**src/hw/rtl/assert_macros.svh**
```systemverilog
// Assertion helper macros shared by the RTL files.
`ifndef ASSERT_MACROS_SVH
`define ASSERT_MACROS_SVH

// Implication checked on every clock edge outside reset.
`define ASSERT_IMPL(label, clk, rst_n, cond) \
  label: assert property (@(posedge clk) disable iff (!rst_n) (cond)) \
    else $error("assertion failed");

// Condition that must never hold outside reset.
`define ASSERT_NEVER(label, clk, rst_n, cond) \
  label: assert property (@(posedge clk) disable iff (!rst_n) !(cond)) \
    else $error("forbidden condition");

`endif

```
**src/hw/rtl/bad_pkg.sv**
```systemverilog
`timescale 1ns / 1ps
`default_nettype none
package bad_pkg;
  localparam int MaxWidth   = 4096;
  localparam int MaxBin     = 16;
  localparam int SampleBits = 24;
  localparam int ColBits    = 12;
  localparam int CntBits    = 9;
  localparam int SumBits    = 32;
  localparam int QBits      = 33;

  localparam logic [1:0] RegImageWidth  = 2'd0;
  localparam logic [1:0] RegImageHeight = 2'd1;
  localparam logic [1:0] RegBinWidth    = 2'd2;
  localparam logic [1:0] RegBinHeight   = 2'd3;

  // One finished box handed from the accumulator to the divider.
  typedef struct packed {
    logic signed [SumBits-1:0] sum;
    logic [CntBits-1:0]        count;
    logic [ColBits-1:0]        column;
    logic [ColBits-1:0]        line;
    logic                      last;
  } box_t;

  // Divider state machine states.
  typedef enum logic [1:0] {
    DIV_IDLE,
    DIV_RUN,
    DIV_DONE
  } div_state_t;
endpackage
`default_nettype wire

```
**src/hw/rtl/bad_divider.sv**
```systemverilog
`timescale 1ns / 1ps
`default_nettype none
// Restoring divider, one quotient bit per cycle, with an output register.
module bad_divider import bad_pkg::*; (
  input  wire logic                         clk,
  input  wire logic                         rst_n,
  input  wire logic                         start,
  input  wire box_t                         box,
  output logic                              busy,
  output logic                              out_valid,
  input  wire logic                         out_stall,
  output logic signed [SampleBits-1:0]      average,
  output logic                              no_valid,
  output logic [ColBits-1:0]                out_column,
  output logic [ColBits-1:0]                out_line,
  output logic                              frame_end
);
  div_state_t state_r, state_nxt;
  logic [5:0]          step_r;
  logic [QBits-1:0]    quo_r;
  logic [CntBits:0]    rem_r;
  logic [CntBits-1:0]  den_r;
  logic                neg_r;
  box_t                box_r;
  logic [CntBits:0]    trial;
  logic [QBits-1:0]    qs;
  logic [CntBits:0]    rs;
  logic signed [QBits-1:0] res;
  logic                slot_free;
  logic                ov_r;
  logic signed [SampleBits-1:0] avg_r;
  logic                nv_r;
  logic [ColBits-1:0]  col_r;
  logic [ColBits-1:0]  line_r;
  logic                last_r;

  // Shift one dividend bit into the partial remainder.
  always_comb begin
    rs    = {rem_r[CntBits-1:0], quo_r[QBits-1]};
    qs    = {quo_r[QBits-2:0], 1'b0};
    trial = rs - {1'b0, den_r};
    res   = neg_r ? -$signed(quo_r) : $signed(quo_r);
  end

  // The output register can take a new result when empty or being drained.
  assign slot_free = !ov_r || !out_stall;

  // Next state.
  always_comb begin
    state_nxt = state_r;
    unique case (state_r)
      DIV_IDLE: if (start) state_nxt = DIV_RUN;
      DIV_RUN:  if (step_r == 6'(QBits - 1)) state_nxt = DIV_DONE;
      DIV_DONE: if (slot_free) state_nxt = DIV_IDLE;
      default:  state_nxt = DIV_IDLE;
    endcase
  end

  // Outputs.
  always_comb begin
    busy       = (state_r != DIV_IDLE);
    out_valid  = ov_r;
    average    = avg_r;
    no_valid   = nv_r;
    out_column = col_r;
    out_line   = line_r;
    frame_end  = last_r;
  end

  always_ff @(posedge clk) begin
    if (!rst_n) begin
      state_r <= DIV_IDLE;
    end else begin
      state_r <= state_nxt;
    end
  end

  // Datapath registers.
  always_ff @(posedge clk) begin
    if (state_r == DIV_IDLE && start) begin
      box_r  <= box;
      neg_r  <= box.sum[SumBits-1];
      quo_r  <= box.sum[SumBits-1] ? -{{(QBits-SumBits){box.sum[SumBits-1]}}, box.sum}
                                   : {{(QBits-SumBits){1'b0}}, box.sum};
      rem_r  <= '0;
      den_r  <= box.count;
      step_r <= '0;
    end else if (state_r == DIV_RUN) begin
      step_r <= step_r + 6'd1;
      if (!trial[CntBits]) begin
        rem_r <= trial;
        quo_r <= qs | QBits'(1);
      end else begin
        rem_r <= rs;
        quo_r <= qs;
      end
    end
  end

  // Result register; a waiting result under output stall holds the divider in DIV_DONE.
  always_ff @(posedge clk) begin
    if (!rst_n) begin
      ov_r <= 1'b0;
    end else if (state_r == DIV_DONE && slot_free) begin
      ov_r <= 1'b1;
    end else if (!out_stall) begin
      ov_r <= 1'b0;
    end
  end

  always_ff @(posedge clk) begin
    if (state_r == DIV_DONE && slot_free) begin
      avg_r  <= (box_r.count == '0) ? '0 : res[SampleBits-1:0];
      nv_r   <= (box_r.count == '0);
      col_r  <= box_r.column;
      line_r <= box_r.line;
      last_r <= box_r.last;
    end
  end

  `include "assert_macros.svh"
  `ASSERT_IMPL(a_empty_zero, clk, rst_n, !out_valid || !no_valid || average == '0)
  `ASSERT_NEVER(a_start_busy, clk, rst_n, start && state_r != DIV_IDLE)
  `ASSERT_NEVER(a_step_range, clk, rst_n, state_r == DIV_RUN && step_r > 6'(QBits - 1))
endmodule
`default_nettype wire

```
**config.mk**
```make
export PLATFORM = sky130hd
export DESIGN_NAME = bad_divider
export DESIGN_NICKNAME = d
export VERILOG_FILES = /design/src/hw/rtl/bad_pkg.sv /design/src/hw/rtl/bad_divider.sv
export VERILOG_INCLUDE_DIRS = /design/src /design/src/hw/rtl
export SDC_FILE = /design/constraint.sdc
export NUM_CORES = 1
export LEC_CHECK = 0
export ABC_AREA = 1
export BUFFER_PORTS_ARGS = -buffer_cell sky130_fd_sc_hd__clkbuf_2
export CAP_MARGIN = 40
export CELL_PAD_IN_SITES_DETAIL_PLACEMENT = 1
export CELL_PAD_IN_SITES_GLOBAL_PLACEMENT = 1
export CORE_UTILIZATION = 45
export DETAILED_ROUTE_END_ITERATION = 10
export GPL_ROUTABILITY_DRIVEN = 1
export PLACE_DENSITY_LB_ADDON = 0.3
export SETUP_SLACK_MARGIN = 0.05
export SLEW_MARGIN = 20
export SYNTH_ARGS = -nofsm -noshare
export SYNTH_HDL_FRONTEND = slang
export SYNTH_SLANG_ARGS = --single-unit
```
**constraint.sdc**
```tcl
create_clock -name clk -period 9.55 [get_ports clk]
set_input_delay 1.4325 -clock clk [delete_from_list [all_inputs] [get_ports clk]]
set_output_delay 1.4325 -clock clk [all_outputs]
set_load 0.02 [all_outputs]
```
==> results.txt <==
- Outcome: completed
- Number of buffers created by CTS: 17
- After detailed placement, the design holds a cell count of 1,109.
- Cell family contributing the most delay on the critical path: buffers and inverters
- RePlAce Congestion: 0.844
* Root Buffer Master: clkbuf_16
- Biggest area contributors in the synthesized netlist: edfxtp_1 (49%), nand2_1 (10%), nor2_1 (5.2%)
* Share of synthesized flip-flops with an asynchronous set or reset: 0
- The startpoint identified for the worst register-to-register timing path is state_r[0].
* Buffering stage count on the worst path with inverters included: 5
* Synth cell types: 42
- By count the netlist is led by nand2_1 (196), edfxtp_1 (118), nor2_1 (99).
* Critical path capture point type: flop
* Required time reported for the critical path endpoint: a little under 10 ns
* Type of element launching the critical path: primary input
* Total negative setup slack: 0 ns
- Die H: 128 µm
- Area leader, netlist: edfxtp_1
- CTS Hold Bufs: 0
- Buffers inserted during post-CTS setup optimization: 0
- Clock tree synthesis found a total of 136 sinks.
- Wire segments on met3 add up to between 1000 and 1500 µm in the final route.
- Resized Gates After CTS: 0
* Total overflow reported by the global router: 0
* Clock tree from TritonCTS: built
- Slew at the pin closest to its max-slew limit: 0.769 ns
* Via density: around 5.2
- Critical path start-end classification: in -> reg
* Share of synthesized area spent on multiplexers: 0
* Routed length per placed instance: 17.1 µm
- Detailed-route wire length on metal 1: 8930 µm
- Data on the critical path arrives at its endpoint at 2.99 ns.
- Class of the tightest hold or removal check: reg -> reg
- Dominant combinational cell family by area after synthesis: simple AND/OR/NAND/NOR gates
- Based on the critical path, the design can be clocked at up to 350 MHz.
- The max-slew violation count is 0.
- In this run the remaining antenna-violating nets after routing total 0.
- Clock latency on the worst-skew pair, taken at its later pin, is 0.43 ns.
* Initial antenna violation count: 0
- Max-cap violations in this run came to 0.
- Cell-by-cell listing of the critical path: clkbuf_2, nand2_1, buf_4, inv_2, nor2_1, inv_1, buf_4
* Synth Area in Compound Gates: 0.0637
- The die covers between 15,000 and 20,000 µm².
* Ant diodes: 0
- In this design, the stage delay of the slowest critical-path cell is around 0.6 ns.
- Clock-pin slew was measured on the worst setup and hold paths at 0.06 ns.
- Fraction of synthesized cell area taken by the top area cell type: 0.494
* Fill cell total of the finished layout: 1,847
* Number of nets in the final layout: 1,002
- Vias in the first global route: around 6,100
* Slowest CP cell: nor2_1
* Number of nets produced by synthesis: approximately 870
- Counting flops with a built-in enable in the synthesized netlist gives 118.
- Along the worst path, the maximum fanout reaches 40.
- Of the total synthesized cell area, the portion taken by full adders, half adders and majority gates is 0.0255.
* Clock skew after layout: 0.0102 ns
- Cell seen most often among critical-path stages: buf_4
* Peak VDD IR: 0.000133 V
- The initial utilization of the core area, before any placement, comes to 0.466.
* Mapped cell area: 7170 µm²
- Leak: between 3 and 4 nW
* Width of the die: 128 µm
- 122 I/O pins were placed.
* Total length of routed met2 wires: 9350 µm
- Largest net degree at the start of global routing: 68
- Dominant register cell in the synthesized netlist: edfxtp_1
* Mean cell area of the mapped netlist: approximately 9.1 µm²
- Of the synthesized area, sequential elements account for 0.545.
- P per Cell Area: between 200 and 250 nW/µm²
- Setup repair after global routing missed its margin: false
* Synthesized instance count: 789
* Simple logic cell fraction of the synthesized area: 0.286
* Syn. warnings: 0
* Minimum clock period after layout: roughly 2.9 ns
* Cell Rows: 45
- Input/output buffers: around 120
* Total Routing Usage GR: 0.252
* Placed wire-length estimate after detailed placement: 14,200 µm
- Setup Viol. Count Final: 0
- In this run the tightest slew margin relative to its limit is 0.485.
- The area growth from synthesis to layout is 20.2%.
* DRC viols: 0
- Final Cycle Share: 0.299
- Proportion of layout cells with a drive suffix above 1: 0.229
- Buffer depth of the longest clock path: 2
- The critical path starts at start.
- The worst hold path begins at box_r[7].
* Post-route insts no fill: about 1,100
* Number of optimization iterations in the first detailed-route pass: 5
* Number of hold-slack violations in the final timing report: 0
- Top layer in use: met4
- Summing all multi-input logic gate instances after layout gives approximately 2900 µm².
- Summing all flip-flop and latch instances after layout gives 3900 µm².
- Total length of routed wires: 19,600 µm
- The routed layout has 5,969 vias.
* Htree depth: 4
- Placeable core region: around 15,000 µm²
- Initial drt markers: 387
- Synthesis inferred 136 register bits.
- Wire length of the first global-routing pass: 31,400 µm
- Of the total synthesized cell area, the portion taken by XOR and XNOR cells is 0.0220.
- Yosys instantiated no cell more often than nand2_1.
[cells by family (layout without fill, tap and decap cells)]
| group | count (synthesis) | in the layout |
|---|---|---|
| AO/OA/AOI/OAI | 83 | 83 |
| XOR/XNOR | 18 | 18 |
| adder cells (fa/ha/maj) | 14 | 14 |
| buffers and inverters | 108 | 250 |
| flip-flops | 136 | 136 |
| AND/OR/NAND/NOR | 430 | 430 |
[final cells by class]
type                            count  share of cell area
Sequential cell                   136               0.453
Multi-Input combinational cell    545               0.331
Timing Repair Buffer              128              0.0792
Clock buffer                       18              0.0498
Inverter                           90              0.0392
Tap cell                          211              0.0307
Clock inverter                     14              0.0164
[metrics by stage]
stage                     utilization  hold WS (ns)  setup WS, ns  cell area (µm²)  power, mW
after floorplan                     -         0.400          5.44             7170       1.03
after global routing            0.560         0.429          6.53             8610       1.86
after detailed placement        0.522         0.405          6.29             8020       1.15
final                           0.560         0.420          6.70             8610       1.79
after global placement          0.520         0.401          6.36             8000       1.13
after CTS                       0.559         0.421          6.74             8590       1.79
[report_power, final]
part | total, mW | internal (mW) | switching [mW]
combinational | 0.401 | 0.137 | 0.264
sequential | 0.751 | 0.707 | 0.0443
clock | 0.633 | 0.364 | 0.269
[final timing paths]
check	end	slack, ns	cells after the start
max	quo_r[19]	6.70	7
min	out_line[6]	0.42	0
max reg2reg	quo_r[19]	7.36	7
min reg2reg	out_line[6]	0.42	0
[per-layer routing]
layer	vias to the layer above	GRT usage
met5	-	0
met4	0	0.0775
met3	19	0.0526
met2	167	0.414
met1	2889	0.333
li1	2894	-
[layout by cell type, fill, tap and decap left out, types with 8 or more instances in the layout]
master     count
nand2_2       15
nand2_1      196
nand4_1       13
ha_1          13
dfxtp_1       18
nor2_1        98
a21oi_1       28
o21ai_0       37
clkbuf_2     121
nor3_1         8
inv_1         85
clkbuf_16     17
nand3b_1      13
xor2_1        14
edfxtp_1     118
nand3_1       52
[state kept, by name (all words and copies together) (netlist names), 2 cells and up]
register and flops:
out_line 12, box_r 34, out_column 12, rem_r 9, state_r 2, step_r 6, average 24, quo_r 33
Note: power is estimated with default switching activity, not from simulation.
